<file path="src/hw/rtl/phtn_pkg.sv">
// ----------------------------------------------------------------------------
// Point hashed table noise package
// Shared constants and the queue item type of the noise core.
// ----------------------------------------------------------------------------
package phtn_pkg;

    localparam logic CMD_LOAD  = 1'b0;
    localparam logic CMD_QUERY = 1'b1;

    localparam int CFG_W = 9;

    localparam logic [31:0] EXP_MASK = 32'h0780_0000;
    localparam logic [31:0] MAN_MASK = 32'h007f_ffff;
    localparam logic [31:0] HASH_MUL = 32'd1665636;
    localparam logic [31:0] HASH_ADD = 32'd1013904223;

    localparam logic [16:0]        T_ONE = 17'h1_0000;
    localparam logic signed [31:0] T_MAX = 32'sh0001_0000;

    localparam int QUEUE_DEPTH = 4;
    localparam int Q_PTR_W     = 2;
    localparam int Q_CNT_W     = 3;

    typedef struct packed {
        logic               is_query;
        logic               wr_en;
        logic signed [31:0] value;
        logic [15:0]        frac;
    } t_item;

endpackage

</file>
<file path="src/hw/rtl/phtn_in_if.sv">
// ----------------------------------------------------------------------------
// Input channel interface
// Carries load and query transactions into the noise core.
// ----------------------------------------------------------------------------
interface phtn_in_if;
    logic               valid;
    logic               ready;
    logic               cmd;
    logic [7:0]         entry_index;
    logic signed [31:0] entry_value;
    logic [31:0]        point_x;
    logic [31:0]        point_y;
    logic [31:0]        point_z;
    logic signed [31:0] range_low;
    logic signed [31:0] range_high;
    logic signed [31:0] table_pos;

    modport source (
        output valid, cmd, entry_index, entry_value, point_x, point_y, point_z,
        output range_low, range_high, table_pos,
        input  ready
    );
    modport sink (
        input  valid, cmd, entry_index, entry_value, point_x, point_y, point_z,
        input  range_low, range_high, table_pos,
        output ready
    );
endinterface

</file>
<file path="src/hw/rtl/phtn_front.sv">
// ----------------------------------------------------------------------------
// Noise core front end
// Accepts transactions, hashes the point, maps the fraction into range and
// works out the two table addresses, then pushes items into the queue.
// ----------------------------------------------------------------------------
module phtn_front #(
    parameter int  TABLE_DEPTH = 256,
    localparam int IDX_W       = $clog2(TABLE_DEPTH),
    localparam int LEN_W       = $clog2(TABLE_DEPTH + 1),
    localparam int P_W         = 17 + LEN_W
) (
    input  logic               i_clk,
    input  logic               i_rst_n,
    phtn_in_if.sink            i_in,
    input  logic [LEN_W-1:0]   i_len,
    input  logic               i_full,
    output logic               o_push,
    output phtn_pkg::t_item    o_item,
    output logic [IDX_W-1:0]   o_addr_a,
    output logic [IDX_W-1:0]   o_addr_b
);

    logic en1;
    logic en2;

    logic [10:0]        part_x;
    logic [10:0]        part_y;
    logic [10:0]        part_z;
    logic [31:0]        key;
    logic [22:0]        n_hprod;
    logic [16:0]        t_clamp;
    logic [P_W-1:0]     n_p;
    logic signed [32:0] n_diff;
    logic               n_wr_en;

    logic                r1_valid;
    logic                r1_cmd;
    logic                r1_wr_en;
    logic [IDX_W-1:0]    r1_wr_addr;
    logic signed [31:0]  r1_wr_data;
    logic [22:0]         r1_hprod;
    logic signed [31:0]  r1_lo;
    logic signed [32:0]  r1_diff;
    logic [P_W-1:0]      r1_p;

    logic [22:0]         r23;
    logic signed [56:0]  diff_w;
    logic signed [56:0]  r23_w;
    logic signed [56:0]  n_vprod;
    logic [LEN_W:0]      idx;
    logic [LEN_W:0]      idx1;
    logic [LEN_W:0]      len_x;
    logic [LEN_W:0]      last;
    logic [IDX_W-1:0]    n_addr_a;
    logic [IDX_W-1:0]    n_addr_b;

    logic                r2_valid;
    logic                r2_cmd;
    logic                r2_wr_en;
    logic signed [31:0]  r2_lo;
    logic signed [31:0]  r2_wr_data;
    logic signed [56:0]  r2_vprod;
    logic [IDX_W-1:0]    r2_addr_a;
    logic [IDX_W-1:0]    r2_addr_b;
    logic [15:0]         r2_frac;

    logic signed [31:0]  v;

    assign en2       = !r2_valid || !i_full;
    assign en1       = !r1_valid || en2;
    assign i_in.ready = en1;
    assign o_push    = r2_valid && !i_full;

    assign part_x = 11'((i_in.point_x & phtn_pkg::EXP_MASK) >> 16)
                  | 11'((i_in.point_x & phtn_pkg::MAN_MASK) >> 17);
    assign part_y = 11'((i_in.point_y & phtn_pkg::EXP_MASK) >> 16)
                  | 11'((i_in.point_y & phtn_pkg::MAN_MASK) >> 17);
    assign part_z = 11'((i_in.point_z & phtn_pkg::EXP_MASK) >> 16)
                  | 11'((i_in.point_z & phtn_pkg::MAN_MASK) >> 17);
    assign key    = (32'(part_x) << 20) | (32'(part_y) << 10) | 32'(part_z);

    // Only the low 23 bits of the hash are kept, so a 23-bit product suffices.
    assign n_hprod = key[22:0] * phtn_pkg::HASH_MUL[22:0];
    assign n_diff  = 33'(i_in.range_high) - 33'(i_in.range_low);
    assign n_p     = P_W'(t_clamp) * P_W'(i_len);
    assign n_wr_en = int'(i_in.entry_index) < TABLE_DEPTH;

    always_comb begin
        priority if (i_in.table_pos[31]) begin
            t_clamp = '0;
        end else if (i_in.table_pos > phtn_pkg::T_MAX) begin
            t_clamp = phtn_pkg::T_ONE;
        end else begin
            t_clamp = i_in.table_pos[16:0];
        end
    end

    always_ff @(posedge i_clk) begin
        if (!i_rst_n) begin
            r1_valid <= 1'b0;
        end else if (en1) begin
            r1_valid <= i_in.valid;
        end
    end

    always_ff @(posedge i_clk) begin
        if (en1) begin
            r1_cmd     <= i_in.cmd;
            r1_wr_en   <= n_wr_en;
            r1_wr_addr <= IDX_W'(i_in.entry_index);
            r1_wr_data <= i_in.entry_value;
            r1_hprod   <= n_hprod;
            r1_lo      <= i_in.range_low;
            r1_diff    <= n_diff;
            r1_p       <= n_p;
        end
    end

    assign r23     = r1_hprod + phtn_pkg::HASH_ADD[22:0];
    assign diff_w  = 57'(r1_diff);
    assign r23_w   = {34'd0, r23};
    assign n_vprod = diff_w * r23_w;

    // Reads at or beyond the table length repeat the last entry.
    assign idx   = r1_p[P_W-1:16];
    assign idx1  = idx + 1'b1;
    assign len_x = (LEN_W + 1)'(i_len);
    assign last  = len_x - 1'b1;

    always_comb begin
        n_addr_a = (idx >= len_x)  ? IDX_W'(last) : IDX_W'(idx);
        n_addr_b = (idx1 >= len_x) ? IDX_W'(last) : IDX_W'(idx1);
        if (r1_cmd == phtn_pkg::CMD_LOAD) begin
            n_addr_a = r1_wr_addr;
        end
    end

    always_ff @(posedge i_clk) begin
        if (!i_rst_n) begin
            r2_valid <= 1'b0;
        end else if (en2) begin
            r2_valid <= r1_valid;
        end
    end

    always_ff @(posedge i_clk) begin
        if (en2) begin
            r2_cmd     <= r1_cmd;
            r2_wr_en   <= r1_wr_en;
            r2_lo      <= r1_lo;
            r2_wr_data <= r1_wr_data;
            r2_vprod   <= n_vprod;
            r2_addr_a  <= n_addr_a;
            r2_addr_b  <= n_addr_b;
            r2_frac    <= r1_p[15:0];
        end
    end

    assign v = r2_lo + 32'(r2_vprod >>> 23);

    assign o_item.is_query = (r2_cmd == phtn_pkg::CMD_QUERY);
    assign o_item.wr_en    = (r2_cmd == phtn_pkg::CMD_LOAD) && r2_wr_en;
    assign o_item.value    = (r2_cmd == phtn_pkg::CMD_QUERY) ? v : r2_wr_data;
    assign o_item.frac     = r2_frac;
    assign o_addr_a        = r2_addr_a;
    assign o_addr_b        = r2_addr_b;

endmodule

</file>
<file path="src/flat_wrapper.sv">
// flat-port wrapper written by rule: the top's interface ports become plain ports
module phtn_front_flat 
#(
    parameter int  TABLE_DEPTH = 256,
    localparam int IDX_W       = $clog2(TABLE_DEPTH),
    localparam int LEN_W       = $clog2(TABLE_DEPTH + 1),
    localparam int P_W         = 17 + LEN_W
)
  (i_clk, i_rst_n, i_len, i_full, o_push, o_item, o_addr_a, o_addr_b, i_in_valid, i_in_cmd, i_in_entry_index, i_in_entry_value, i_in_point_x, i_in_point_y, i_in_point_z, i_in_range_low, i_in_range_high, i_in_table_pos, i_in_ready);
  phtn_in_if i_in_i ();
  input  logic i_clk;
  input  logic i_rst_n;
  input  logic [LEN_W-1:0] i_len;
  input  logic i_full;
  output logic o_push;
  output phtn_pkg::t_item o_item;
  output logic [IDX_W-1:0] o_addr_a;
  output logic [IDX_W-1:0] o_addr_b;
  input wire logic [$bits(i_in_i.valid)-1:0] i_in_valid;
  input wire logic [$bits(i_in_i.cmd)-1:0] i_in_cmd;
  input wire logic [$bits(i_in_i.entry_index)-1:0] i_in_entry_index;
  input wire logic [$bits(i_in_i.entry_value)-1:0] i_in_entry_value;
  input wire logic [$bits(i_in_i.point_x)-1:0] i_in_point_x;
  input wire logic [$bits(i_in_i.point_y)-1:0] i_in_point_y;
  input wire logic [$bits(i_in_i.point_z)-1:0] i_in_point_z;
  input wire logic [$bits(i_in_i.range_low)-1:0] i_in_range_low;
  input wire logic [$bits(i_in_i.range_high)-1:0] i_in_range_high;
  input wire logic [$bits(i_in_i.table_pos)-1:0] i_in_table_pos;
  output wire logic [$bits(i_in_i.ready)-1:0] i_in_ready;
  assign i_in_i.valid = i_in_valid;
  assign i_in_i.cmd = i_in_cmd;
  assign i_in_i.entry_index = i_in_entry_index;
  assign i_in_i.entry_value = i_in_entry_value;
  assign i_in_i.point_x = i_in_point_x;
  assign i_in_i.point_y = i_in_point_y;
  assign i_in_i.point_z = i_in_point_z;
  assign i_in_i.range_low = i_in_range_low;
  assign i_in_i.range_high = i_in_range_high;
  assign i_in_i.table_pos = i_in_table_pos;
  assign i_in_ready = i_in_i.ready;
  phtn_front #(.TABLE_DEPTH(TABLE_DEPTH)) u_core (.i_clk(i_clk), .i_rst_n(i_rst_n), .i_in(i_in_i), .i_len(i_len), .i_full(i_full), .o_push(o_push), .o_item(o_item), .o_addr_a(o_addr_a), .o_addr_b(o_addr_b));
endmodule
</file>
<file path="config.mk">
export PLATFORM = sky130hd
export DESIGN_NAME = phtn_front_flat
export DESIGN_NICKNAME = d
export VERILOG_FILES = /design/src/hw/rtl/phtn_pkg.sv /design/src/hw/rtl/phtn_in_if.sv /design/src/hw/rtl/phtn_front.sv /design/src/flat_wrapper.sv
export SDC_FILE = /design/constraint.sdc
export NUM_CORES = 2
export LEC_CHECK = 0
export ABC_AREA = 1
export BUFFER_PORTS_ARGS = -buffer_cell sky130_fd_sc_hd__buf_4
export CORE_MARGIN = 2
export CORE_UTILIZATION = 34
export CTS_CLUSTER_SIZE = 25
export DETAILED_ROUTE_END_ITERATION = 8
export SLEW_MARGIN = 40
export SYNTH_ARGS = -nofsm -noshare
export SYNTH_HDL_FRONTEND = slang
export SYNTH_SLANG_ARGS = --single-unit
</file>
<file path="constraint.sdc">
create_clock -name i_clk -period 17.45 [get_ports i_clk]
set_input_delay 5.235 -clock i_clk [delete_from_list [all_inputs] [get_ports i_clk]]
set_output_delay 5.235 -clock i_clk [all_outputs]
set_load 0.02 [all_outputs]
</file>
Yosys cells after proc, flatten, opt, wreduce, memory -nomap -nowiden --
Cells that the tools add are included.
Storage, ports and cells: latch bits 0, memory bits (writable) 0, ROM bits 0, memories kept 0, register bits after elaboration 307, logic and storage cells 45, input port bits 246
Operators by class: order comparisons 3, bitwise gates (word level) 6, divide/modulo/power cells 0, shift operators 0, $add $sub $neg 5, multipliers 3, equal/unequal tests 0, reductions and logical operators 6, muxes and demuxes 6
Operator list (count):
- $mul 33x24->55 | 1
- $mux 17 | 2
- $sub 32x32->33 | 1
- $add 32x32->32 | 1
- $gt 32x18->1 const B | 1
- $mux 32 | 1
- $mul 17x9->26 | 1
- $mux 8 | 3
- $add 23x23->23 const B | 1
- $mul 23x19->21 const B | 1
- $or 23x11->23 | 1
- $or 23x21->23 | 1
- $or 11x6->11 | 2
- $ge 10x9->1 | 2
- $add 10x1->10 const B | 1
- $sub 8x1->8 const B | 1
- $logic_not 1->1 | 3
- $or 1x3->3 const A | 1
- $logic_or 1x1->1 | 2
- $logic_and 1x1->1 | 1
- $not 1->1 | 1

Longest topological paths before layout --
word-level depth 4, gate-level depth with buffers 45

Worst setup path before layout --
OpenSTA, ideal clock, no wires.
path type input to output, from input i_full, to output i_in_ready, data arrival time 8875 ps, path slack 3340 ps, required time 12215 ps, stages 1, cell sequence nand3_1
Between the ends: longest elaborated chain between the ends 3
Ends and longest elaborated chain:
- from (decl) | line flat_wrapper.sv:14 | input logic i_full;
- $logic_not 1->1 | line phtn_front.sv:69 | assign en2 = !r2_valid || !i_full;
- $logic_or 1x1->1 | line phtn_front.sv:69
- $logic_or 1x1->1 | line phtn_front.sv:70 | assign en1 = !r1_valid || en2;
- to (decl) | line flat_wrapper.sv:29 | output wire logic [$bits(i_in_i.ready)-1:0] i_in_ready;
No other way between the ends.

Worst setup path in the final report --
Same ends and word-level chain as after synthesis.

==> results.ini <==
[critical_path]
crit_path_top_delay_cell=nand3_4
crit_top_cell=buf_4
endpoint_kind=output port
path_cells=buf_4 > nand3_4 > buf_4
critPathMaxStageDelay_ns=0.51
required_ns=12.21
crit_fanout=43
startpoint_type=input port
worstSetupPathType=input port to output port
worstPathArrival_ns=6.32

[cts]
clock_latency_ns=0.57
cts_root_buf=clkbuf_16
htreeDepth=2
clkSinkCount=284
cts_inserted_buffers=36
tritoncts=done
postCtsSetupBuffers=0
hold_buffers=0
cts.clk_slew.worst_paths_ns=0.06
cts_buffer_depth=3
cts_resized=0

[sta]
fin_tns_setup_ns=0
tightest_slew_ns=0.788
period_minus_slack_ns=11.55
finClkSkew_ns=0.0327
setup_viol=0
finalHoldViolCount=0
relSlewSlack=0.472
final.period_utilization=0.662
rsz0062_at_grt=false
max_freq_mhz=86.6
drv_slew=0

[global_route]
grt_pass1_wl_um=232000
grt_pass1_vias=39700
antenna_found_initial=9
track_usage=0.206
grt_overflow=0
grt_max_degree=71

[die]
dieArea_um2=147000
start_util=0.341
rows=139
die_width_um=383
io_pins=314
core_area_um2=143000
chipHeight_um=383

[yosys]
synth_cell_types=47
synth_area_per_cell_um2=8.58
synthFlopType=edfxtp_1
synth_seq_cells=284
synth_edf_count=282
ys_seq_area_frac=0.174
ys_warn_count=0
synth_top_area_share=0.374
postSynth.asyncResetShare=0
syn-num-nets=7204
synth_top_area_cell=fa_1
netlist_instances=5691
synth_area_um2=48900
ys_top_cells_by_area=fa_1, edfxtp_1, inv_1

[placed_design]
dpl.hpwl_um=123000
gp_congestion=0.961
portBuffers=238

[routing]
drt-wirelength-per-cell_um=19.0
drt_wl_total_um=149000
vias=37800
drc_errors=0
drtAntennaViolNets=0
first_pass_iters=6
drt_iter0_drc=2623
avgViaCountPerCell=4.83

[cells_and_area]
layout.cells.most_common=inv_1
nets=7401
synthToLayoutAreaGrowth_pct=10.8
num-fill-cells=14700
seqCellArea_um2=8510
final_cell_mix=inv_1, nand2_1, fa_1
drive_gt1_frac=0.0719
multi_input_area_um2=34300

[hold_path]
min_path_type=flip-flop to flip-flop

[flow_run]
max_cap_violations=0

[status]
status=completed

[sequential cells by signal, summed over array words and instances, names as in the netlist]
name / count
u_core.r1_diff: 33
u_core.r1_lo: 32
u_core.r1_wr_data: 32
u_core.r2_lo: 32
u_core.r2_vprod: 32
u_core.r2_wr_data: 32
u_core.r1_p: 26
u_core.r1_hprod: 21
u_core.r2_frac: 16
u_core.o_addr_a: 8
u_core.o_addr_b: 8
u_core.r1_wr_addr: 8
u_core.r1_cmd: 1
u_core.r1_valid: 1
u_core.r2_cmd: 1
u_core.r2_valid: 1
[synthesized netlist by cell type (10+ instances only)]
cell / instances
buf_2: 16
xor2_1: 77
o21ai_0: 131
clkbuf_1: 102
xnor2_1: 46
nand4_1: 48
or2_2: 15
edfxtp_1: 282
inv_1: 1435
o21a_1: 11
a21oi_1: 186
a21o_1: 20
a31oi_1: 22
ha_1: 354
nor2_2: 10
nand2_2: 17
nor2_1: 593
inv_2: 12
nand2_1: 1101
nor3_1: 42
o21bai_1: 18
nor4_1: 15
fa_1: 913
nand3_1: 135
[worst paths after layout]
kind                       from             endpoint  slack, ns  cells after the start
max                      i_full           i_in_ready       5.90                      3
min            u_core.r1_lo[15]     u_core.r2_lo[15]       0.39                      0
max reg2reg  u_core.r1_hprod[2]  u_core.r2_vprod[49]       8.20                     36
min reg2reg    u_core.r1_lo[15]     u_core.r2_lo[15]       0.39                      0
[worst max-delay path, delay by kind of cell]
kind | cells | cell delay (ns)
and+or+nand+nor | 1 | 0.51
buffers and inverters | 2 | 0.54
[cell type report]
| cell class | count | area share |
|---|---|---|
| clock inverter | 24 | 0.00520 |
| inverter | 1460 | 0.101 |
| timing repair buffer | 293 | 0.0413 |
| clock buffer | 40 | 0.0169 |
| tap | 1903 | 0.0440 |
| antenna | 3 | 0.000139 |
| multi-input combinational | 3813 | 0.634 |
| sequential | 284 | 0.157 |
[per-stage QoR]
step / hold slack (ns) / worst slack (ns) / instances / cell area [um2] / utilization
after floorplan: 0.400 / 3.34 / 5691 / 48900 / -
after global placement: 0.400 / 5.91 / 7748 / 52800 / 0.369
after detailed placement: 0.405 / 5.88 / 7753 / 52900 / 0.370
after CTS: 0.392 / 5.88 / 7817 / 54100 / 0.378
after global routing: 0.403 / 5.82 / 7818 / 54100 / 0.378
final: 0.393 / 5.90 / 7820 / 54100 / 0.378
[cells by family (layout without fill, tap and decap cells)]
family	after synthesis	count (layout)	share of synthesized area
AO/OA/AOI/OAI	427	427	0.0489
XOR/XNOR	123	123	0.0220
adder cells (fa/ha/maj)	1267	1267	0.465
buffers and inverters	1594	1817	0.125
flip-flops	284	284	0.174
other	0	3	0
AND/OR/NAND/NOR	1996	1996	0.165
[per-layer routing]
layer  GRT usage  wire (um)  up-vias
li1            -          -    17400
met1       0.272      62600    18900
met2       0.339      69600     1223
met3      0.0384      11000      275
met4      0.0653       5420       14
met5           0         84        -
Power is not shown: default switching activity piles up to over one toggle a cycle in this logic, so the estimate is an artifact.
