`config.mk`:
```
export PLATFORM = sky130hd
export DESIGN_NAME = phtn_fifo
export DESIGN_NICKNAME = d
export VERILOG_FILES = /design/src/hw/rtl/phtn_pkg.sv /design/src/hw/rtl/phtn_fifo.sv
export SDC_FILE = /design/constraint.sdc
export NUM_CORES = 1
export LEC_CHECK = 0
export BUFFER_PORTS_ARGS = -buffer_cell sky130_fd_sc_hd__buf_4
export CORE_MARGIN = 2
export CORE_UTILIZATION = 49
export CTS_CLUSTER_SIZE = 24
export DETAILED_ROUTE_END_ITERATION = 10
export MAX_ROUTING_LAYER = met4
export PLACE_DENSITY = 0.75
export SLEW_MARGIN = 20
export SYNTH_ARGS = -nofsm -noshare
export SYNTH_HDL_FRONTEND = slang
export SYNTH_SLANG_ARGS = --single-unit
```
`constraint.sdc`:
```
create_clock -name i_clk -period 1.4 [get_ports i_clk]
set_input_delay 0.14 -clock i_clk [delete_from_list [all_inputs] [get_ports i_clk]]
set_output_delay 0.14 -clock i_clk [all_outputs]
set_load 0.03 [all_outputs]
```
`src/hw/rtl/phtn_pkg.sv`:
```
// ----------------------------------------------------------------------------
// Point hashed table noise package
// Shared constants and the queue item type of the noise core.
// ----------------------------------------------------------------------------
package phtn_pkg;

    localparam logic CMD_LOAD  = 1'b0;
    localparam logic CMD_QUERY = 1'b1;

    localparam int CFG_W = 9;

    localparam logic [31:0] EXP_MASK = 32'h0780_0000;
    localparam logic [31:0] MAN_MASK = 32'h007f_ffff;
    localparam logic [31:0] HASH_MUL = 32'd1665636;
    localparam logic [31:0] HASH_ADD = 32'd1013904223;

    localparam logic [16:0]        T_ONE = 17'h1_0000;
    localparam logic signed [31:0] T_MAX = 32'sh0001_0000;

    localparam int QUEUE_DEPTH = 4;
    localparam int Q_PTR_W     = 2;
    localparam int Q_CNT_W     = 3;

    typedef struct packed {
        logic               is_query;
        logic               wr_en;
        logic signed [31:0] value;
        logic [15:0]        frac;
    } t_item;

endpackage

```
`src/hw/rtl/phtn_fifo.sv`:
```
// ----------------------------------------------------------------------------
// Noise core item queue
// A short first-in first-out queue between the front and the back end.
// ----------------------------------------------------------------------------
module phtn_fifo #(
    parameter int WIDTH = 8
) (
    input  logic             i_clk,
    input  logic             i_rst_n,
    input  logic             i_push,
    input  logic [WIDTH-1:0] i_data,
    input  logic             i_pop,
    output logic [WIDTH-1:0] o_data,
    output logic             o_full,
    output logic             o_empty
);

    logic [WIDTH-1:0]                r_mem [phtn_pkg::QUEUE_DEPTH];
    logic [phtn_pkg::Q_PTR_W-1:0]    r_wr_ptr;
    logic [phtn_pkg::Q_PTR_W-1:0]    r_rd_ptr;
    logic [phtn_pkg::Q_CNT_W-1:0]    r_count;
    logic [phtn_pkg::Q_CNT_W-1:0]    n_count;

    assign o_data  = r_mem[r_rd_ptr];
    assign o_full  = (r_count == phtn_pkg::Q_CNT_W'(phtn_pkg::QUEUE_DEPTH));
    assign o_empty = (r_count == '0);

    always_comb begin
        unique case ({i_push, i_pop})
            2'b10:   n_count = r_count + 1'b1;
            2'b01:   n_count = r_count - 1'b1;
            default: n_count = r_count;
        endcase
    end

    always_ff @(posedge i_clk) begin
        if (i_push) begin
            r_mem[r_wr_ptr] <= i_data;
        end
    end

    always_ff @(posedge i_clk) begin
        if (!i_rst_n) begin
            r_wr_ptr <= '0;
            r_rd_ptr <= '0;
            r_count  <= '0;
        end else begin
            if (i_push) begin
                r_wr_ptr <= r_wr_ptr + 1'b1;
            end
            if (i_pop) begin
                r_rd_ptr <= r_rd_ptr + 1'b1;
            end
            r_count <= n_count;
        end
    end

    a_no_overflow: assert property (@(posedge i_clk) disable iff (!i_rst_n)
        i_push |-> !o_full)
        else $error("Queue pushed while full.");

    a_no_underflow: assert property (@(posedge i_clk) disable iff (!i_rst_n)
        i_pop |-> !o_empty)
        else $error("Queue popped while empty.");

    a_count_range: assert property (@(posedge i_clk) disable iff (!i_rst_n)
        r_count <= phtn_pkg::Q_CNT_W'(phtn_pkg::QUEUE_DEPTH))
        else $error("Queue count out of range.");

    a_count_inc: assert property (@(posedge i_clk) disable iff (!i_rst_n)
        (i_push && !i_pop) |=> (r_count == $past(r_count) + 1'b1))
        else $error("Queue count did not follow a lone push.");

endmodule

```
# Yosys cells after proc, flatten, opt, wreduce, memory -nomap -nowiden
# Memories as Yosys holds them, arrays and structs flattened. A register that Yosys moved wholly into a read port is not among the register bits.
# Cells that the tools add are included.
[word_totals]
word_cells = 18
mem_count = 1
regBits = 7
output_inout_bits = 10
input_bits = 12
ramBits = 32
[mem_list]
columns = ["memory", "depth", "width", "rd", "rd_clocked_by_memory_dff", "write_ports", "line_no", "rtl"]
rows = [
  ["r_mem", 4, 8, 1, 1, 1, "phtn_fifo.sv:18", "logic [WIDTH-1:0] r_mem [phtn_pkg::QUEUE_DEPTH];"],
]
[op_classes]
n_addsub = 4
n_mux = 5
n_reduce_logical = 2
eq_ne = 3
[ops]
columns = ["op", "n"]
rows = [
  ["one-hot mux 3 bit (2 select lines)", 1],
  ["adder 2 x 1 -> 2 bit (second input constant)", 2],
  ["two-way mux 2 bit", 2],
  ["adder 3 x 1 -> 3 bit (second input constant)", 1],
  ["== test 3 bit (second input constant)", 1],
  ["logical NOT 3 bit", 1],
  ["subtractor 3 x 1 -> 3 bit (second input constant)", 1],
  ["== test 2 x 1 -> 1 bit (second input constant)", 1],
  ["== test 2 bit (second input constant)", 1],
  ["two-way mux 1 bit", 2],
  ["nonzero test 2 bit", 1],
]

# Longest topological paths before layout
# Gate-level depths: netlist (run 1).
[logic_depth]
word_depth = 3
mapped_depth = 7
ltp_nobuf = 7

# Worst setup path after synthesis (run 1)
# Ideal clock, no wire load.
[synth_path]
path_kind = "register to register"
from = "register r_count[0] (netlist bit)"
to = "register r_count[2] (netlist bit)"
setup_ns = 0.070
stages_incl_launch_ff = 6
arrival_time_ns = 1.411
period_less_slack_ns = 1.481
path_buffers = 0
slack_ns = -0.081
required_ns = 1.330
cell_sequence = "dfxtp_1 -> inv_1 -> fa_1 -> xor2_1 -> or3_1 -> a21boi_1"
[synth_between]
elab_chain_cells = 2
elab_cells_between_ends = 3
classes_between = "add/sub (2); mux (1)"
[synth_rtl]
columns = ["item", "line_no", "rtl"]
rows = [
  ["from (decl)", "phtn_fifo.sv:21", "logic [phtn_pkg::Q_CNT_W-1:0] r_count;"],
  ["from (signal assigned)", "phtn_fifo.sv:54", "r_count <= n_count;"],
  ["subtractor 3 x 1 -> 3 bit / adder 3 x 1 -> 3 bit (equally long branches)", "phtn_fifo.sv:31, phtn_fifo.sv:30", ""],
  ["one-hot mux 3 bit (2 select lines) *", "phtn_fifo.sv:29", "unique case ({i_push, i_pop})"],
]
# Every way passes the cells marked *; elsewhere a longest branch is shown, timed or not.
# A chain may end at the register's enable or synchronous reset.

==> key figures, run 1 <==
Run status
  – Status: finished, violations left
  – Violated checks: setup timing

Synthesis
  – Yosys reg bits: 41
  – Largest cells by area after synthesis: edfxtp_1, dfxtp_1, mux4_2
  – Synth Instances: 88
  – XOR/XNOR share of the synthesized area: 0.0272
  – Post-synthesis compound-gate area fraction: 0.0109
  – Cell variety after synth: 19
  – Syn avg cell area: approximately 18 sq um
  – Syn nets: 106
  – Simple-gate share of the synthesized area: 0.0584
  – Synth Cell Area: about 1600 sq um
  – Synth Area in Adders: 0.0514
  – Multiplexer area fraction after synthesis: 0.118
  – Main combinational cell family by area after synthesis: multiplexers
  – Post-synthesis sequential area ratio: 0.710
  – YS warnings: 0
  – Cell taking the most area after synthesis: edfxtp_1
  – Area fraction of the dominant cell type after synthesis: 0.598

Worst setup path
  – Crit path largest cell delay: 510 ps
  – Arrival time worst endpoint: about 1500 ps
  – Crit. End Element: output pin
  – Worst path depth: 3
  – Worst Setup EP: o_data[4]
  – Reg-to-reg endpoint: r_count[2]$_SDFFE_PN0P_
  – Critical path type: flip-flop to output pin
  – Worst-path maximum fanout: 4
  – Slowest-stage cell, CP: mux4_2
  – CP top delay family: multiplexers
  – R2R Path Start: r_count[1]$_SDFFE_PN0P_
  – FF-to-FF path depth: 5
  – Worst R2R Setup Slack: 10 ps
  – Buffers & Inverters on Critical Path: 2
  – CP startpoint kind: flip-flop
  – Cell mode on critical path: buf_6
  – Required time of the worst setup path: 1260 ps
  – Critical-path cell list: buf_6 > mux4_2 > buf_6

Timing
  – Final worst setup slack: -216 ps
  – Max Slew Vio Count: 0
  – Rel. slew slack: 0.885
  – Final Skew: 4.13 ps
  – RSZ-0062 raised after global routing: true
  – Highest Clock Rate: around 620 MHz
  – Worst Max-Slew Pin Slew: roughly 170 ps
  – Setup violations, final: 8
  – Post-layout min period: 1620 ps
  – Final period util: 1.15
  – Hold slack: about 78 ps
  – Hold Vio Cnt, Final: 0

Power and ir drop
  – P_int: ~2 mW
  – Switching Share: 0.236
  – Pwr Density: 1240 nW/um^2
  – Leakage Power: 0.801 nW
  – Sequential share of power: 0.534
  – Power Total: 2.66 mW
  – Psw: 0.626 mW
  – Part of the power in combinational logic: 0.197
  – Power share of the clock group: 0.270
  – VDD IR-drop max: between 0.0007 and 0.0008 V

Drt
  – DRC errors left: 0
  – Vias per Instance: 4.77
  – Drt total wl: 2450 um
  – Via count: about 850
  – DR iter-0 viols: 35
  – DR pass1 iterations: 4
  – Post-route ant nets: 0
  – DR WL/cell: about 14 um

Clocking
  – Root buffer cell: clkbuf_4
  – Clock Sinks: 41
  – TritonCTS buffer count: 5
  – H-tree depth: 2
  – Clock tree buffer depth: 2
  – Clk_lat worst skew: 320 ps
  – TritonCTS clock tree: done
  – Post-CTS Setup Bufs: 0
  – Clock slew at reported path FFs: approximately 110 ps

Cells and area
  – Most common cell after layout, fill and taps aside: edfxtp_1
  – Final Net Count: about 150
  – Post-route cell area: roughly 2100 sq um
  – Fin cells: 179
  – Commonest non-fill, non-tap cells in the layout: edfxtp_1, buf_4, and2_1, buf_6
  – Area delta synth->final: 33.5%
  – FF/Latch Area: 1140 sq um
  – Multi-input gate area: 430 sq um
  – Share of cells above drive strength 1: 0.400
  – Number of fill cells: 201
  – Antenna cells: 0

Die
  – Row cnt: 20
  – Core ar.: 3080 sq um
  – Die width: 61.3 um
  – Die ar.: 3760 sq um
  – Die H: 61.3 um
  – Initial Util: 0.522
  – I/O pin count: 22

Placed design
  – GP Congestion: 0.772
  – Placed cell areas: between 1500 and 2000 sq um
  – Placed Cells: around 160
  – Port bufs: 21
  – HPWL after DPL: 1720 um

GRT
  – Largest net degree at the start of global routing: 14
  – All-Layer GR Usage: 0.150
  – First-pass GRT wire length: 3710 um
  – Initial antenna violation count: 0
  – Grt ovf: 0
  – Vias in the first global route: 820

Hold path
  – Worst min-delay path class: input pin to flip-flop

Job
  – Max-Cap Viols: 0
sequential cells by signal, indices dropped and copies added (netlist names), named ones only:
signal	flops
r_count	3
r_mem	32
r_rd_ptr	2
r_wr_ptr	2
synthesized netlist by cell type:
library cell / number
mux2i_1: 1
nor2b_1: 1
xnor2_1: 2
a21boi_1: 1
dfxtp_1: 9
and3_1: 1
o21ai_0: 2
nor3_1: 1
nand2_1: 2
fa_1: 1
clkbuf_2: 1
xor2_1: 3
edfxtp_1: 32
buf_6: 1
and2_1: 10
or3_1: 1
mux4_2: 8
inv_1: 6
ha_1: 5
logic make-up after synthesis:
| logic type | Yosys count |
|---|---|
| compound gates | 3 |
| xor+xnor | 5 |
| fa+ha+maj | 6 |
| buf+inv | 8 |
| flops | 41 |
| mux | 9 |
| simple gates | 16 |
final cells by class:
| class | count | area share |
|---|---|---|
| Inverter | 6 | 0.0105 |
| Timing Repair Buffer | 41 | 0.193 |
| Tap cell | 44 | 0.0256 |
| Clock inverter | 3 | 0.0192 |
| Multi-Input combinational cell | 39 | 0.200 |
| Clock buffer | 5 | 0.0175 |
| Sequential cell | 41 | 0.533 |
worst reg2reg max path: stages (launching register included):
cell	delay, ps
dfxtp_2	350
inv_2	40
fa_2	350
xor2_1	150
or3_1	310
a21boi_1	140
metal layers:
metal,vias to the layer above,share of wire,GRT usage
met3,2,0.029,0.0378
met4,0,0.0057,0.0559
met2,14,0.56,0.261
met5,-,0,-
li1,415,-,-
met1,422,0.40,0.165
stage by stage:
stage / setup TNS (ps) / utilization / setup WS [ps]
floorplan: 0 / - / 9.76
global placement: -88.4 / 0.633 / -88.4
detailed placement: -158 / 0.633 / -158
CTS: -1800 / 0.675 / -238
global route: -2220 / 0.698 / -285
finish: -1660 / 0.698 / -216
worst min path at each step:
| stage | startpoint | end | depth (start not counted) |
|---|---|---|---|
| 6_report | i_rst_n | r_count[0]$_SDFFE_PN0P_ | 2 |
| 2_1_floorplan | i_data[0] | r_mem[0][0]$_DFFE_PP_ | 0 |
| 3_5_place_dp | i_data[6] | r_mem[1][6]$_DFFE_PP_ | 1 |
| 5_1_grt | i_rst_n | r_count[1]$_SDFFE_PN0P_ | 2 |
| 3_3_place_gp | i_data[3] | r_mem[1][3]$_DFFE_PP_ | 1 |
| 4_1_cts | i_data[7] | r_mem[0][7]$_DFFE_PP_ | 1 |
power by group through the flow:
stage,sequential (mW),combinational (mW),clock (mW)
final,1.42,0.522,0.717
after global routing,1.43,0.564,0.779
after CTS,1.42,0.513,0.736
after detailed placement,1.44,0.478,0
after floorplan,1.44,0.281,0
after global placement,1.44,0.467,0
repair_timing:
item,4_1_cts,5_1_grt
pin swaps,4,2
setup endpoints to repair,9,9
hold buffers,1,7
endpoints found under the hold margin,4,23
gates resized for setup,13,0
Note: power is estimated with default switching activity, not from simulation.
==> run 2, diff against run 1 <==
- ABC_AREA: default -> 1
- REMOVE_ABC_BUFFERS: default -> 1
==> run 2 against run 1 <==
The flow still finishes with violations (setup timing). Synthesized area rose by 1.6%. Worst setup slack improved by 160 ps. Utilization fell by 1.7 points. Clock skew rose by 3.2 ps. Synthesized cell count rose by 51%. Via count rose by 31%. Highest routed layer unchanged. Cell area fell by 1.7%. Critical path type unchanged. Register-to-register slack improved by 110 ps. Critical path depth rose by 1. Critical endpoint is now o_data[2].
==> key figures, run 2 <==
Timing
  – Highest Clock Rate: 688 MHz
  – RSZ-0062 raised after global routing: true
  – Final Skew: 7.30 ps
  – Setup violations, final: 8
  – Worst Max-Slew Pin Slew: 382 ps
  – Final period util: 1.04
  – Hold Vio Cnt, Final: 0
  – Final worst setup slack: -52.7 ps
  – Rel. slew slack: 0.745
  – Post-layout min period: 1450 ps
  – Max Slew Vio Count: 0

Synthesis
  – Area fraction of the dominant cell type after synthesis: 0.588
  – XOR/XNOR share of the synthesized area: 0
  – Top-count cell post-synth: edfxtp_1
  – Post-synthesis sequential area ratio: 0.698
  – Largest cells by area after synthesis: edfxtp_1, dfxtp_1, o21ai_0
  – Cell taking the most area after synthesis: edfxtp_1
  – Yosys reg bits: 41
  – Synth Area in Adders: 0.0505
  – Synth Cell Area: 1630 sq um
  – Synth Instances: 133
  – Post-synth EDFFs: 32
  – Commonest cells in the netlist: edfxtp_1, o21ai_0, nor2_1
  – Multiplexer area fraction after synthesis: 0
  – Simple-gate share of the synthesized area: 0.0804
  – YS warnings: 0
  – Main combinational cell family by area after synthesis: compound AO/OA/AOI/OAI gates
  – Post-synthesis compound-gate area fraction: 0.118
  – Syn avg cell area: ~12 sq um
  – Cell variety after synth: 18
  – Asr flop ratio synth: 0
  – Top FF cell, synth: edfxtp_1

Cells and area
  – Fin cells: 220
  – Share of cells above drive strength 1: 0.313
  – Most flops, register: r_mem
  – Commonest non-fill, non-tap cells in the layout: edfxtp_1, buf_4, inv_1, nor2_1, nand2_1
  – Max reg flops: 32
  – Area delta synth->final: 29.2%
  – Most common cell after layout, fill and taps aside: edfxtp_1
  – Biggest regs: r_mem x32, r_count x3
  – Number of fill cells: 254
  – Final Net Count: 193
  – Antenna cells: 0

Worst setup path
  – Worst-path maximum fanout: 6
  – Worst R2R Setup Slack: approximately 120 ps
  – Reg-to-reg endpoint: r_mem[0][6]$_DFFE_PP_
  – Arrival time worst endpoint: 1310 ps
  – FF-to-FF path depth: 4
  – Critical path type: flip-flop to output pin
  – CP startpoint kind: flip-flop
  – Crit. End Element: output pin
  – R2R Path Start: r_wr_ptr[0]$_SDFFE_PN0P_
  – Required time of the worst setup path: ~1300 ps

Power and ir drop
  – Leakage Power: 0.839 nW
  – Pwr Density: 1130 nW/um^2
  – VDD IR-drop max: 0.000755 V
  – Power Total: 2.39 mW

Placed design
  – GP Congestion: around 0.74
  – Port bufs: 21
  – HPWL after DPL: 1960 um
  – Placed Cells: 200
  – Setup WS pre-CTS: -93.7 ps

Drt
  – Via count: 1118
  – Drt total wl: between 3000 and 4000 um
  – Vias per Instance: approximately 5
  – DR iter-0 viols: 43
  – Post-route ant nets: 0
  – DRC errors left: 0
  – DR pass1 iterations: 4
  – DR WL/cell: roughly 14 um

GRT
  – First-pass GRT wire length: 4720 um
  – Initial antenna violation count: 0
  – Vias in the first global route: 1098
  – Grt ovf: 0
  – Largest net degree at the start of global routing: 17
  – All-Layer GR Usage: 0.185

Clocking
  – TritonCTS clock tree: done
  – Clock slew at reported path FFs: ~100 ps
  – Clock Sinks: 41
  – TritonCTS buffer count: 5
  – Root buffer cell: clkbuf_4
  – Clk_lat worst skew: 340 ps
  – Clock tree buffer depth: 2
  – H-tree depth: 2

Job
  – Max-Cap Viols: 0

Die
  – Core ar.: 3100 sq um
  – Die ar.: ~3800 sq um
  – Initial Util: 0.527
  – Die width: 61.7 um
  – Die H: 61.7 um
  – I/O pin count: 22
  – Row cnt: 20

Run status
  – Status: finished, violations left
  – Violated checks: setup timing

Hold path
  – Worst min-delay path class: input pin to flip-flop
  – Worst hold path depth: 3
  – Hold endpoint: r_count[2]$_SDFFE_PN0P_
  – Hold Crit Start: i_rst_n
## run 2: cell types whose count changed after synthesis, sizes merged, moves of 3 or more
cell,delta
xor2,-3
inv,+11
nor2,+19
nand2,+7
mux4,-8
and2,-10
o22ai,+8
a21oi,+5
o21ai,+20
## run 2: worst max path at each step
| stage | from | endpoint | slack [ps] | cells after the start |
|---|---|---|---|---|
| global placement | i_push | r_count[2]$_SDFFE_PN0P_ | 30 | 11 |
| CTS | flip-flop | o_data[2] | -80 | 4 |
| finish | flip-flop | o_data[2] | -50 | 4 |
| detailed placement | i_push | r_count[2]$_SDFFE_PN0P_ | -90 | 11 |
| global route | flip-flop | o_data[6] | -110 | 4 |
| floorplan | flip-flop | o_data[2] | 30 | 3 |
## run 2: per-stage QoR
step	setup TNS [ps]	utilization	hold slack, ps	cell area, sq um
after floorplan	0	-	239	1610
after global placement	0	0.598	340	1850
after detailed placement	-93.7	0.598	343	1850
after CTS	-482	0.661	51.8	2050
after global routing	-781	0.680	70.8	2110
final	-291	0.680	82.3	2110
## run 2: worst max-delay path, cell delays in order, from the launching register on
cell     delay, ps
dfxtp_4        430
buf_8          150
o21ai_1         60
o22ai_1        160
buf_4          190
## run 2: routing by layer
metal,up-vias,track usage,wire length (um)
li1,552,-,-
met2,26,0.332,1690
met4,0,0.0608,40
met1,534,0.188,1190
met3,6,0.0621,173
met5,-,-,0
## run 2: area by class of cell
class	count	area [sq um]	area share
clock buffer	8	48.8	0.0231
inverter	17	78.8	0.0373
multi-input combinational	73	457	0.216
sequential	41	1150	0.545
tap	44	55.1	0.0261
timing repair buffer	37	320	0.152
## run 2: timing repair
action	4_1_cts	5_1_grt
endpoints found under the setup margin	8	9
endpoints found under the hold margin	32	0
resized for setup	20	22
hold buffers	8	0
buffers inserted	3	0
pin swaps	11	8
cloned	1	0
## run 2: logic make-up (layout without fill, tap and decap cells)
kind of cell,after synthesis,after routing
DFF,41,41
AOI/OAI and AO/OA,35,35
and+or+nand+nor,32,32
buffers and inverters,19,62
adders and majority gates,6,6
## run 2: report_power, final
group	internal, mW	switching, mW
registers	1.38	0.0359
logic	0.185	0.262
clock network	0.200	0.334
==> run 3, diff against run 2 <==
- SKIP_CTS_REPAIR_TIMING: default -> 1
==> run 3 against run 2 <==
The flow still finishes with violations (setup timing). Global-route usage shrank 0.91 points. Cell count shrank 0.45%. Clock skew up 2.7 ps. Utilization decreased by 0.32 points. Register-to-register slack about the same. Maximum frequency shrank 0.14%.
==> key figures, run 3 (same netlist as run 2, synthesis figures left out) <==
Cells and area
  – Antenna cells: 0
  – Fin cells: 219
  – Multi-input gate area: 448 sq um
  – Most common cell after layout, fill and taps aside: edfxtp_1
  – Biggest regs: r_mem x32, r_count x3
  – Max reg flops: 32
  – Number of fill cells: ~250
  – FF/Latch Area: 1150 sq um
  – Most flops, register: r_mem
  – Post-route cell area: approximately 2100 sq um
  – Area delta synth->final: 28.6%
  – Final Net Count: 192
  – Share of cells above drive strength 1: 0.303
  – Commonest non-fill, non-tap cells in the layout: edfxtp_1, buf_4, nor2_1

Drt
  – Vias per Instance: 5.03
  – Drt total wl: about 3000 um
  – Post-route ant nets: 0
  – DR iter-0 viols: 25
  – DR pass1 iterations: 4
  – DRC errors left: 0
  – DR WL/cell: 14.0 um
  – Via count: 1101

Worst setup path
  – Required time of the worst setup path: 1260 ps
  – Arrival time worst endpoint: 1310 ps
  – Slowest-stage cell, CP: dfxtp_4
  – Crit path largest cell delay: 420 ps
  – Crit. End Element: output pin
  – Critical-path cell list: buf_8 > o21ai_2 > o22ai_1 > buf_4
  – Buffers & Inverters on Critical Path: 2
  – CP startpoint kind: flip-flop
  – R2R Path Start: r_wr_ptr[0]$_SDFFE_PN0P_
  – Critical path type: flip-flop to output pin
  – Worst-path maximum fanout: 6
  – CP top delay family: flip-flops

Timing
  – Setup violations, final: 8
  – Hold Vio Cnt, Final: 0
  – Post-layout min period: between 1000 and 1500 ps
  – Final worst setup slack: -54.7 ps
  – Rel. slew slack: 0.752
  – Final period util: 1.04
  – Max Slew Vio Count: 0
  – Highest Clock Rate: 687 MHz
  – Worst Max-Slew Pin Slew: 372 ps
  – Final Skew: 9.99 ps
  – RSZ-0062 raised after global routing: true

Power and ir drop
  – Power Total: 2.39 mW
  – Leakage Power: 0.835 nW
  – Pwr Density: 1140 nW/um^2
  – VDD IR-drop max: 0.000749 V

Clocking
  – Clk_lat worst skew: between 300 and 400 ps
  – Clock Sinks: 41
  – Clock tree buffer depth: 2
  – TritonCTS clock tree: done
  – TritonCTS buffer count: 5
  – Root buffer cell: clkbuf_4
  – Clock slew at reported path FFs: 100 ps
  – H-tree depth: 2

Placed design
  – HPWL after DPL: 1960 um
  – Placed Cells: 200
  – GP Congestion: between 0.7 and 0.8
  – Placed cell areas: ~1900 sq um
  – Setup WS pre-CTS: -93.7 ps
  – Port bufs: 21

Job
  – Max-Cap Viols: 0

GRT
  – First-pass GRT wire length: 4450 um
  – GR Layer Usage met2: 0.313
  – Met1 Track Usage GR: 0.179
  – Grt ovf: 0
  – All-Layer GR Usage: 0.176
  – Initial antenna violation count: 0
  – Vias in the first global route: approximately 1000
  – GRT busiest layer: met2
  – Largest net degree at the start of global routing: 17
  – Met3 Usage GRT: 0.0621

Die
  – Row cnt: 20
  – Die width: 61.7 um
  – Die ar.: 3810 sq um
  – Initial Util: 0.527
  – Core ar.: approximately 3100 sq um
  – I/O pin count: 22
  – Die H: between 60 and 70 um

Run status
  – Violated checks: setup timing
  – Status: finished, violations left

Hold path
  – Hold Crit Start: i_rst_n
  – Worst min-delay path class: input pin to flip-flop
## run 3: cell types whose count changed in the layout (fill, tap and decap cells not counted), moves of 2 or more
cell,delta
o21ai_1,-4
o21ai_0,+3
nor2_1,+2
nor2_2,-2
o21ai_2,+2
## run 3: through the flow
stage	util	setup TNS, ps	hold slack (ps)
finish	0.677	-292	87.6
global route	0.677	-804	72.7
CTS	0.613	-1640	-24.2
detailed placement	0.598	-93.7	343
global placement	0.598	0	340
floorplan	-	0	239
## run 3: path summary, 6_finish.rpt
path,slack [ps],cells past startpoint,to
worst min register to register,440,1,flip-flop
worst max-delay path,-50,4,o_data[4]
worst min-delay path,90,3,r_count[2]$_SDFFE_PN0P_
worst max register to register,120,4,r_mem[0][6]$_DFFE_PP_
## run 3: where the power goes
group / internal [mW] / leakage (nW) / total (mW) / switching (mW)
logic: 0.185 / 0.438 / 0.446 / 0.261
registers: 1.38 / 0.370 / 1.41 / 0.0341
clock network: 0.200 / 0.0265 / 0.532 / 0.332
total: 1.76 / 0.835 / 2.39 / 0.627
## run 3: per-layer routing
layer  vias up  routed length (um)
met1       524                1260
met3         6                 143
met4         0                  50
met5         -                   0
li1        548                   -
met2        23                1610
## run 3: final cells by class
cell class | instances | share of cell area
flip-flops and latches | 41 | 0.548
multi-input cells | 73 | 0.213
repair buffers | 36 | 0.155
inverters | 17 | 0.0339
well taps | 44 | 0.0262
clock buffers | 8 | 0.0232
## run 3: worst register-to-register path: cells and delay by family, from the launching register on
kind | cells | cell delay, ps
buffers and inverters | 2 | 400
flip-flops | 1 | 340
adder cells (fa/ha/maj) | 1 | 170
AND/OR/NAND/NOR | 1 | 50
